<file path="config.mk">
export PLATFORM = sky130hd
export DESIGN_NAME = json_string_unescape_utf8_core_flat
export DESIGN_NICKNAME = d
export VERILOG_FILES = /design/src/hw/rtl/jsu_pkg.sv /design/src/hw/rtl/jsu_stream_if.sv /design/src/hw/rtl/json_string_unescape_utf8_core.sv /design/src/flat_wrapper.sv
export SDC_FILE = /design/constraint.sdc
export NUM_CORES = 1
export LEC_CHECK = 0
export BUFFER_PORTS_ARGS = -buffer_cell sky130_fd_sc_hd__buf_4
export CAP_MARGIN = 20
export CORE_MARGIN = 2
export CORE_UTILIZATION = 40
export CTS_CLUSTER_SIZE = 40
export DETAILED_ROUTE_END_ITERATION = 10
export PLACE_DENSITY = 0.58
export SLEW_MARGIN = 20
export SYNTH_ARGS = -nofsm -noshare
export SYNTH_HDL_FRONTEND = slang
export SYNTH_SLANG_ARGS = --single-unit
</file>
<file path="constraint.sdc">
create_clock -name clk -period 6.2 [get_ports clk]
set_clock_uncertainty 0.15 [all_clocks]
set_input_delay 1.24 -clock clk [delete_from_list [all_inputs] [get_ports clk]]
set_output_delay 1.24 -clock clk [all_outputs]
set_load 0.01 [all_outputs]
</file>
<file path="src/hw/rtl/jsu_pkg.sv">
// Shared types, codes and the UTF-8 encoder for the JSON string unescaper.
package jsu_pkg;

	typedef enum logic [2:0] {
		ERR_NONE    = 3'd0,
		ERR_MISSING = 3'd1,
		ERR_WRONG   = 3'd2,
		ERR_HEX     = 3'd3,
		ERR_TRUNC   = 3'd4
	} err_t;

	typedef enum logic [5:0] {
		MODE_PLAIN  = 6'b000001,
		MODE_ESC    = 6'b000010,
		MODE_HEX_HI = 6'b000100,
		MODE_BSL    = 6'b001000,
		MODE_UESC   = 6'b010000,
		MODE_HEX_LO = 6'b100000
	} mode_t;

	localparam logic [15:0] HI_SURR_MIN = 16'hD800;
	localparam logic [15:0] HI_SURR_MAX = 16'hDBFF;
	localparam logic [15:0] LO_SURR_MIN = 16'hDC00;
	localparam logic [15:0] LO_SURR_MAX = 16'hDFFF;
	localparam logic [20:0] SUPP_BASE   = 21'h10000;
	localparam int          MAX_RESULTS = 4;

	localparam logic [7:0] CH_BSL   = 8'h5C;
	localparam logic [7:0] CH_SLASH = 8'h2F;
	localparam logic [7:0] CH_QUOTE = 8'h22;
	localparam logic [7:0] CH_T     = 8'h74;
	localparam logic [7:0] CH_B     = 8'h62;
	localparam logic [7:0] CH_F     = 8'h66;
	localparam logic [7:0] CH_N     = 8'h6E;
	localparam logic [7:0] CH_R     = 8'h72;
	localparam logic [7:0] CH_U     = 8'h75;

	typedef struct packed {
		logic [2:0]                     cnt;
		logic [MAX_RESULTS-1:0][7:0]    bytes;
	} group_t;

	typedef struct packed {
		logic       ok;
		logic [3:0] val;
	} hex_t;

	function automatic hex_t hex_digit(input logic [7:0] c);
		hex_t h;
		h.ok  = 1'b1;
		h.val = 4'd0;
		if (c >= 8'h30 && c <= 8'h39) begin
			h.val = 4'(c - 8'h30);
		end else if (c >= 8'h61 && c <= 8'h66) begin
			h.val = 4'(c - 8'h57);
		end else if (c >= 8'h41 && c <= 8'h46) begin
			h.val = 4'(c - 8'h37);
		end else begin
			h.ok = 1'b0;
		end
		return h;
	endfunction

	function automatic group_t encode_utf8(input logic [20:0] cp);
		group_t g;
		g.bytes = '0;
		if (cp < 21'h80) begin
			g.cnt      = 3'd1;
			g.bytes[0] = cp[7:0];
		end else if (cp <= 21'h7FF) begin
			g.cnt      = 3'd2;
			g.bytes[0] = 8'hC0 | {3'b000, cp[10:6]};
			g.bytes[1] = 8'h80 | {2'b00, cp[5:0]};
		end else if (cp <= 21'hFFFF) begin
			g.cnt      = 3'd3;
			g.bytes[0] = 8'hE0 | {4'h0, cp[15:12]};
			g.bytes[1] = 8'h80 | {2'b00, cp[11:6]};
			g.bytes[2] = 8'h80 | {2'b00, cp[5:0]};
		end else begin
			g.cnt      = 3'd4;
			g.bytes[0] = 8'hF0 | {5'b00000, cp[20:18]};
			g.bytes[1] = 8'h80 | {2'b00, cp[17:12]};
			g.bytes[2] = 8'h80 | {2'b00, cp[11:6]};
			g.bytes[3] = 8'h80 | {2'b00, cp[5:0]};
		end
		return g;
	endfunction

endpackage

</file>
<file path="src/hw/rtl/jsu_stream_if.sv">
// Valid/ready channel interfaces for escaped input bytes and decoded output bytes.
interface jsu_in_if;
	logic       valid;
	logic       ready;
	logic [7:0] in_byte;
	logic       in_last;

	modport source (output valid, output in_byte, output in_last, input ready);
	modport sink   (input valid, input in_byte, input in_last, output ready);
endinterface

interface jsu_out_if;
	logic       valid;
	logic       ready;
	logic [7:0] out_byte;
	logic       out_last;
	logic [2:0] out_error;

	modport source (output valid, output out_byte, output out_last, output out_error,
		input ready);
	modport sink   (input valid, input out_byte, input out_last, input out_error,
		output ready);
endinterface

</file>
<file path="src/hw/rtl/json_string_unescape_utf8_core.sv">
// Streaming JSON string unescaper producing UTF-8 bytes.
//
//   channel   dir   payload                          request
//   in_ch     in    in_byte[7:0], in_last            one raw string byte
//   out_ch    out   out_byte[7:0], out_last,         one decoded byte or
//                   out_error[2:0]                   one error report
//
// One input byte per cycle while the output keeps up: a request waits in the
// input register until the result register is free, then its 0 to 4 results
// load it and drain one byte a cycle while out_ch is ready, stalling input.
// arst_n clears the decode state, the input valid bit and the result register.
// Output stalls back up through the result register into the input register.
module json_string_unescape_utf8_core (
	input  logic         clk,
	input  logic         arst_n,
	jsu_in_if.sink       in_ch,
	jsu_out_if.source    out_ch
);

	logic               valid_s1;
	logic [7:0]         byte_s1;
	logic               last_s1;

	jsu_pkg::mode_t     mode_q;
	logic [1:0]         digit_q;
	logic [15:0]        acc_q;
	logic [9:0]         high_q;
	logic               discard_q;

	jsu_pkg::group_t    grp_q;
	jsu_pkg::err_t      err_q;
	logic [1:0]         idx_q;

	jsu_pkg::mode_t     mode_d;
	logic [1:0]         digit_d;
	logic [15:0]        acc_d;
	logic [9:0]         high_d;
	logic               discard_d;
	jsu_pkg::group_t    grp_d;
	jsu_pkg::err_t      err_d;
	jsu_pkg::hex_t      hex;
	logic [15:0]        acc_sh;

	logic               take;
	logic               out_last_w;
	logic               grp_free;
	logic               adv;

	assign out_last_w = ({1'b0, idx_q} == (grp_q.cnt - 3'd1));
	assign take       = out_ch.valid && out_ch.ready;
	assign grp_free   = (grp_q.cnt == 3'd0) || (take && out_last_w);
	assign adv        = valid_s1 && grp_free;
	assign in_ch.ready = !valid_s1 || grp_free;

	assign out_ch.valid     = (grp_q.cnt != 3'd0);
	assign out_ch.out_byte  = grp_q.bytes[idx_q];
	assign out_ch.out_last  = out_last_w;
	assign out_ch.out_error = err_q;

	assign hex    = jsu_pkg::hex_digit(byte_s1);
	assign acc_sh = {acc_q[11:0], hex.val};

	always_comb begin
		mode_d    = mode_q;
		digit_d   = digit_q;
		acc_d     = acc_q;
		high_d    = high_q;
		discard_d = discard_q;
		grp_d     = '0;
		err_d     = jsu_pkg::ERR_NONE;

		if (discard_q) begin
			if (last_s1) begin
				discard_d = 1'b0;
			end
		end else begin
			case (mode_q)
				jsu_pkg::MODE_ESC: begin
					mode_d = jsu_pkg::MODE_PLAIN;
					grp_d.cnt = 3'd1;
					case (byte_s1)
						jsu_pkg::CH_T:     grp_d.bytes[0] = 8'h09;
						jsu_pkg::CH_B:     grp_d.bytes[0] = 8'h08;
						jsu_pkg::CH_F:     grp_d.bytes[0] = 8'h0C;
						jsu_pkg::CH_N:     grp_d.bytes[0] = 8'h0A;
						jsu_pkg::CH_R:     grp_d.bytes[0] = 8'h0D;
						jsu_pkg::CH_BSL,
						jsu_pkg::CH_SLASH,
						jsu_pkg::CH_QUOTE: grp_d.bytes[0] = byte_s1;
						jsu_pkg::CH_U: begin
							grp_d.cnt = 3'd0;
							acc_d     = '0;
							digit_d   = 2'd0;
							mode_d    = jsu_pkg::MODE_HEX_HI;
						end
						default:           grp_d.cnt = 3'd0;
					endcase
				end
				jsu_pkg::MODE_HEX_HI, jsu_pkg::MODE_HEX_LO: begin
					if (!hex.ok) begin
						err_d = jsu_pkg::ERR_HEX;
					end else begin
						acc_d = acc_sh;
						if (digit_q != 2'd3) begin
							digit_d = digit_q + 2'd1;
						end else if (mode_q == jsu_pkg::MODE_HEX_HI) begin
							if (acc_sh inside
								{[jsu_pkg::HI_SURR_MIN:jsu_pkg::HI_SURR_MAX]}) begin
								high_d = acc_sh[9:0];
								mode_d = jsu_pkg::MODE_BSL;
							end else begin
								grp_d  = jsu_pkg::encode_utf8({5'b00000, acc_sh});
								mode_d = jsu_pkg::MODE_PLAIN;
							end
						end else begin
							if (acc_sh inside
								{[jsu_pkg::LO_SURR_MIN:jsu_pkg::LO_SURR_MAX]}) begin
								grp_d  = jsu_pkg::encode_utf8(jsu_pkg::SUPP_BASE +
									{1'b0, high_q, acc_sh[9:0]});
								mode_d = jsu_pkg::MODE_PLAIN;
							end else begin
								err_d = jsu_pkg::ERR_WRONG;
							end
						end
					end
				end
				jsu_pkg::MODE_BSL: begin
					if (byte_s1 == jsu_pkg::CH_BSL) begin
						mode_d = jsu_pkg::MODE_UESC;
					end else begin
						err_d = jsu_pkg::ERR_MISSING;
					end
				end
				jsu_pkg::MODE_UESC: begin
					if (byte_s1 == jsu_pkg::CH_U) begin
						acc_d   = '0;
						digit_d = 2'd0;
						mode_d  = jsu_pkg::MODE_HEX_LO;
					end else begin
						err_d = jsu_pkg::ERR_MISSING;
					end
				end
				default: begin
					if (byte_s1 == jsu_pkg::CH_BSL) begin
						mode_d = jsu_pkg::MODE_ESC;
					end else begin
						grp_d.cnt      = 3'd1;
						grp_d.bytes[0] = byte_s1;
					end
				end
			endcase

			if (err_d == jsu_pkg::ERR_NONE && last_s1 && mode_d != jsu_pkg::MODE_PLAIN) begin
				err_d = (mode_d == jsu_pkg::MODE_BSL) ? jsu_pkg::ERR_MISSING
					: jsu_pkg::ERR_TRUNC;
			end

			if (err_d != jsu_pkg::ERR_NONE) begin
				grp_d     = '0;
				grp_d.cnt = 3'd1;
				discard_d = !last_s1;
			end
		end

		if (last_s1 || err_d != jsu_pkg::ERR_NONE) begin
			mode_d  = jsu_pkg::MODE_PLAIN;
			digit_d = 2'd0;
			acc_d   = '0;
			high_d  = '0;
		end
	end

	always_ff @(posedge clk or negedge arst_n) begin
		if (!arst_n) begin
			valid_s1 <= 1'b0;
		end else if (in_ch.ready) begin
			valid_s1 <= in_ch.valid;
		end
	end

	always_ff @(posedge clk) begin
		if (in_ch.ready && in_ch.valid) begin
			byte_s1 <= in_ch.in_byte;
			last_s1 <= in_ch.in_last;
		end
	end

	always_ff @(posedge clk or negedge arst_n) begin
		if (!arst_n) begin
			mode_q    <= jsu_pkg::MODE_PLAIN;
			digit_q   <= 2'd0;
			acc_q     <= '0;
			high_q    <= '0;
			discard_q <= 1'b0;
		end else if (adv) begin
			mode_q    <= mode_d;
			digit_q   <= digit_d;
			acc_q     <= acc_d;
			high_q    <= high_d;
			discard_q <= discard_d;
		end
	end

	always_ff @(posedge clk or negedge arst_n) begin
		if (!arst_n) begin
			grp_q <= '0;
			err_q <= jsu_pkg::ERR_NONE;
			idx_q <= 2'd0;
		end else if (adv) begin
			grp_q <= grp_d;
			err_q <= err_d;
			idx_q <= 2'd0;
		end else if (take) begin
			if (out_last_w) begin
				grp_q.cnt <= 3'd0;
			end else begin
				idx_q <= idx_q + 2'd1;
			end
		end
	end

endmodule

</file>
<file path="src/flat_wrapper.sv">
// flat-port wrapper written by rule: the top's interface ports become plain ports
module json_string_unescape_utf8_core_flat 
  (clk, arst_n, in_ch_valid, in_ch_in_byte, in_ch_in_last, in_ch_ready, out_ch_valid, out_ch_out_byte, out_ch_out_last, out_ch_out_error, out_ch_ready);
  jsu_in_if in_ch_i ();
  jsu_out_if out_ch_i ();
  input  logic clk;
  input  logic arst_n;
  input wire logic [$bits(in_ch_i.valid)-1:0] in_ch_valid;
  input wire logic [$bits(in_ch_i.in_byte)-1:0] in_ch_in_byte;
  input wire logic [$bits(in_ch_i.in_last)-1:0] in_ch_in_last;
  output wire logic [$bits(in_ch_i.ready)-1:0] in_ch_ready;
  output wire logic [$bits(out_ch_i.valid)-1:0] out_ch_valid;
  output wire logic [$bits(out_ch_i.out_byte)-1:0] out_ch_out_byte;
  output wire logic [$bits(out_ch_i.out_last)-1:0] out_ch_out_last;
  output wire logic [$bits(out_ch_i.out_error)-1:0] out_ch_out_error;
  input wire logic [$bits(out_ch_i.ready)-1:0] out_ch_ready;
  assign in_ch_i.valid = in_ch_valid;
  assign in_ch_i.in_byte = in_ch_in_byte;
  assign in_ch_i.in_last = in_ch_in_last;
  assign in_ch_ready = in_ch_i.ready;
  assign out_ch_valid = out_ch_i.valid;
  assign out_ch_out_byte = out_ch_i.out_byte;
  assign out_ch_out_last = out_ch_i.out_last;
  assign out_ch_out_error = out_ch_i.out_error;
  assign out_ch_i.ready = out_ch_ready;
  json_string_unescape_utf8_core u_core (.clk(clk), .arst_n(arst_n), .in_ch(in_ch_i), .out_ch(out_ch_i));
endmodule
</file>
* Word level (Yosys, flattened, before mapping)
Cells that the tools add are included.
** Cells by class
- Add/sub/neg operators :: 7
- Order comparisons :: 16
- Eq/ne operators :: 24
- Mux-type cells :: 88
- Reductions and logical operators :: 39
** Operator list (number)
- 35-bit 2-to-1 mux :: 7
- 24-bit 2-to-1 mux :: 3
- 10-bit 2-to-1 mux :: 7
- 6-bit 2-to-1 mux :: 10
- 8-bit by 7-bit equality test with 1-bit output, second input constant :: 7
- 12-bit 2-to-1 mux :: 4
- 8-bit 2-to-1 mux :: 6
- 8-bit one-hot mux with 6 select lines :: 1
- 3-bit 2-to-1 mux :: 15
- 16-bit greater-or-equal comparator, second input constant :: 2
- 16-bit less-or-equal comparator, second input constant :: 2
- 16-bit 2-to-1 mux :: 2
- 12-bit one-hot mux with 2 select lines :: 1
- 6-bit one-hot mux with 4 select lines :: 1
- 8-bit one-hot mux with 3 select lines :: 1
- 22-bit 2-to-1 mux :: 1
- 17-bit by 20-bit adder with 21-bit output, first input constant :: 1
- 21-bit by 11-bit less-or-equal comparator with 1-bit output, second input constant :: 1
- 21-bit by 16-bit less-or-equal comparator with 1-bit output, second input constant :: 1
- 21-bit by 8-bit less-than comparator with 1-bit output, second input constant :: 1
- 2-bit 2-to-1 mux :: 10
- 3-bit one-hot mux with 3 select lines :: 2
- 8-bit binary-select mux with 2-bit select :: 1
- 8-bit by 6-bit equality test with 1-bit output, second input constant :: 2
- other kinds (37) :: 85
** Word-level totals
- Bits in registers :: 81
- Bits of input ports :: 13
- Output and inout port bits :: 14
- Word-level logic and storage cells :: 189

* Logic depth before layout (Yosys ltp)
- Word-level depth :: 23
- Mapped depth :: 14
- Gate-level depth less buffers :: 12

* Worst setup path before layout
Ideal clock, no wire load.
- Path kind :: register to register
- Start point :: reg u_core.byte_s1[0]
- End point :: reg u_core.grp_q[3] in the netlist's numbering
- Setup time :: 0.143 ns
- Arrival time :: 2.975 ns
- Required time :: 5.907 ns
- Slack :: 2.932 ns
- Cell stages (with the launch flop) :: 11
- Path buffers :: 0
- Clock period less this slack :: 3.268 ns
- Path through :: edfxtp_1 -> inv_1 -> ha_1 -> or3b_2 -> a31oi_1 -> o221ai_2 -> nor3_2 -> mux2i_1 -> inv_1 -> a2111oi_0 -> a221oi_1
** On the way
- Word-level cells in the longest chain between the ends :: 21
- Elaborated cells between the ends (all ways) :: 83
- Classes of those cells :: add/sub (4); order compare (15); eq/ne (11); mux (43); reduce/logical (10)
** RTL lines
- start, declared :: RTL line json_string_unescape_utf8_core.sv:21 : logic [7:0] byte_s1;
- start signal, assigned :: RTL line json_string_unescape_utf8_core.sv:183 : byte_s1 <= in_ch.in_byte;
- parallel branches: the longest is 19 deep, another holds 17-bit by 20-bit adder with 21-bit output
- 35-bit 2-to-1 mux (*) :: RTL line json_string_unescape_utf8_core.sv:158 : if (err_d != jsu_pkg::ERR_NONE) begin
- 35-bit 2-to-1 mux (*) :: RTL line json_string_unescape_utf8_core.sv:72 : if (discard_q) begin
- end signal, assigned :: RTL line json_string_unescape_utf8_core.sv:210 : grp_q <= grp_d;
- end, declared :: RTL line json_string_unescape_utf8_core.sv:30 : jsu_pkg::group_t grp_q;
Every way passes the cells marked *. The select of a mux whose other input is x is not followed.
A chain may end at the register's enable or synchronous reset.

* Worst setup path in the final report
Same ends and word-level chain as after synthesis.

==> impl_metrics.ini <==
[status]
status = complete, no violations

[yosys]
synth-simple-area-share = 0.2485
async_reset_ff_frac = 0.8846
synth_area_um2 = 5378
synth_nets = 663
synth_flop_cell = dfrtp_1
synth.top_cell.area_share = 0.3164
postSynthAreaPerCell_um2 = 8.389
ys_types = 84
synth_seq_area_share = 0.3716
synth_compound_area_frac = 0.2697
muxShareOfSynthArea = 0.03513
yosysWarnings = 0
yosysMostFrequentCell = nand2_1
syn_inst = 641
synth_common_cells = nand2_1, dfrtp_1, nor2_1, o21ai_0, a21oi_1
yosys-top-cells-area = dfrtp_1, nand2_1, edfxtp_1
synth_top_family_by_area = compound AO/OA/AOI/OAI gates
synthXorXnorAreaFrac = 0.009772
synth_area_leader_cell = dfrtp_1
synth_seq_cells = 78
synthAdderAreaFrac = 0.02094
synth_edf_count = 9

[drt]
vias_per_cell = 6.153
antenna_left = 0
wirelength_um = 17010
wire_per_inst_um = 20.66
drcViolationCount = 0
first_pass_iters = 6
via_count = 5064
initialDrtViolationCount = 516

[worst_setup_path]
crit_buf_inv = 1
crit_family = compound AO/OA/AOI/OAI gates
max_stage_delay_ps = 560
cpMaxStageDelayCell = o41ai_2
crit_end = u_core.grp_q[3]
reg2regPathDepth = 11
crit_type = reg -> reg
crit_path_end_kind = register
r2r_end = u_core.grp_q[3]
cp.required_ps = 6280
startpoint = u_core.byte_s1[0]
worstPathMaxFanout = 10
start_kind = register
rrSetupSlack_ps = 2160
crit_arrival_ps = 4120
worstSetupPathDepth = 11
rr_startpoint = u_core.byte_s1[0]
cp_cell_sequence = inv_1 -> ha_1 -> nor2_1 -> o21ai_0 -> a22oi_2 -> nor2_4 -> a222oi_1 -> o41ai_2 -> nand3_1 -> o21a_1 -> a221oi_1

[power]
p_int_mw = 1.234
max-vdd-ir-drop_uv = 141.6
p_leak_nw = 2.412
power_frac_seq = 0.350
comb_power_share = 0.386
pwr-share-clk = 0.265
switching_share = 0.4235
p_switching_uw = 906.6
p_per_area_nw_per_um2 = 359.0

[clocking]
h-tree-depth = 3
cts_buffers = 9
hold_buffers = 0
clk_path_buf_depth = 2
cts_sinks = 78
cts_tree = yes
postCtsSetupBuffers = 0
clk_latency_ps = 350
clk_pin_slew_ps = 60
cts_repair_resize_count = 0
clockRootBuffer = clkbuf_16

[timing]
maxSlewHeadroom = 0.3681
worstMarginPinSlew_ps = 947.8
rsz0062_at_grt = no
setup_viol = 0
min_period_ps = 4037
finalHoldViolCount = 0
fin_crit_sh = 0.6512
fmax_mhz = 247.7
drv_slew = 0
fin_tns_setup_ps = 0

[global_route]
gr-usage-met2 = 0.3594
grt_max_degree = 70
first_global_vias = 4795
grt_overflow = 0
antenna_found_initial = 0
grt_use_total = 0.2418
use_met3 = 0.04515
gr-max-usage-layer = met2
grt_pass1_wl_um = 26870
grt_use_met1 = 0.3445

[cells_and_area]
nFillCells = 1280
areaGrowthSynthToFinish_pct = 10.89
num_antenna_cells = 0
instances_no_fill = 823
fin_nets = 664
drive_gt1_frac = 0.1236

[floorplan]
coreArea_um2 = 13190
rows = 42
dieArea_um2 = 14390
die_h_um = 120.0
io_pins = 27
die_w_um = 120.0
start_util = 0.4077

[place]
io_buffers = 26
dpl.cell_count = 807
hpwl_um = 12450
gp_congestion = 0.9859

[worst_hold_path]
hold_start = u_core.grp_q[24]
hp-class = reg -> reg

[run]
drv_cap = 0
==> layout make-up <==
cell class | count | area, µm² | area share
Timing Repair Buffer | 30 | 225.2 | 0.03777
Multi-Input combinational cell | 507 | 3144 | 0.5273
Inverter | 16 | 60.06 | 0.01007
Tap cell | 176 | 220.2 | 0.03693
Sequential cell | 78 | 1998 | 0.3351
Clock inverter | 6 | 65.06 | 0.01091
Clock buffer | 10 | 250.2 | 0.04196
==> tightest hold or removal path, cell delays in order, from the launching register on <==
cell	delay (ps)
dfrtp_1	340
nand2_1	60
o21ai_2	50
==> cells in the final DEF (no fill, tap or decap), drive strengths merged, types with 8 or more instances in the layout <==
master   n
a21oi   44
a31oi   10
and2    10
buf     30
clkbuf  10
dfrtp   68
edfxtp   9
ha       9
inv     17
nand2   95
nand3   23
nor2    57
nor3    23
nor3b    8
o21ai   61
o31ai   21
==> flip-flops by register name, indices dropped and copies added (netlist names) <==
| signal | flops |
|---|---|
| u_core.grp_q | 32 |
| u_core.acc_q | 12 |
| u_core.high_q | 10 |
| u_core.byte_s1 | 8 |
| u_core.mode_q | 6 |
| u_core.out_ch.out_error | 3 |
| u_core.digit_q | 2 |
| u_core.idx_q | 2 |
| u_core.discard_q | 1 |
| u_core.last_s1 | 1 |
| u_core.valid_s1 | 1 |
==> cells by family after synthesis <==
kind of cell	count (synthesis)
AND/OR/NAND/NOR	269
buffers and inverters	56
XOR/XNOR	6
AO/OA/AOI/OAI	213
multiplexers	10
flip-flops	78
adder cells (fa/ha/maj)	9
==> power by group through the flow <==
stage	clock (mW)	combinational [mW]	sequential, mW
final	0.566	0.826	0.748
after global placement	0	0.806	0.750
after floorplan	0	0.627	0.654
after CTS	0.573	0.814	0.744
after global routing	0.597	0.911	0.761
after detailed placement	0	0.811	0.754
==> metal layers <==
layer	routed length, µm	vias to the layer above
li1	-	2396
met1	7842	2418
met2	7557	220
met3	1140	30
met4	464	0
met5	0	-
==> metrics by stage <==
step           power [mW]  hold WS, ps  setup slack, ps    util  area (µm²)
5_1_grt             2.268        365.3             1761  0.4521        5963
3_3_place_gp        1.556        309.7             2139  0.4279        5644
4_1_cts             2.132        329.5             1967  0.4518        5959
2_1_floorplan       1.282        290.6             2932       -        5378
3_5_place_dp        1.565        315.2             2010  0.4279        5644
6_report            2.141        328.3             2163  0.4521        5963
==> worst min-delay path by stage <==
stage,end,slack (ps),depth (start not counted)
floorplan,u_core.grp_q[31],290,2
global placement,u_core.grp_q[7],310,2
detailed placement,u_core.grp_q[26],320,2
CTS,u_core.grp_q[26],330,2
global route,u_core.grp_q[15],370,2
finish,u_core.grp_q[24],330,2
No activity file was read; power rests on OpenSTA's default activity.
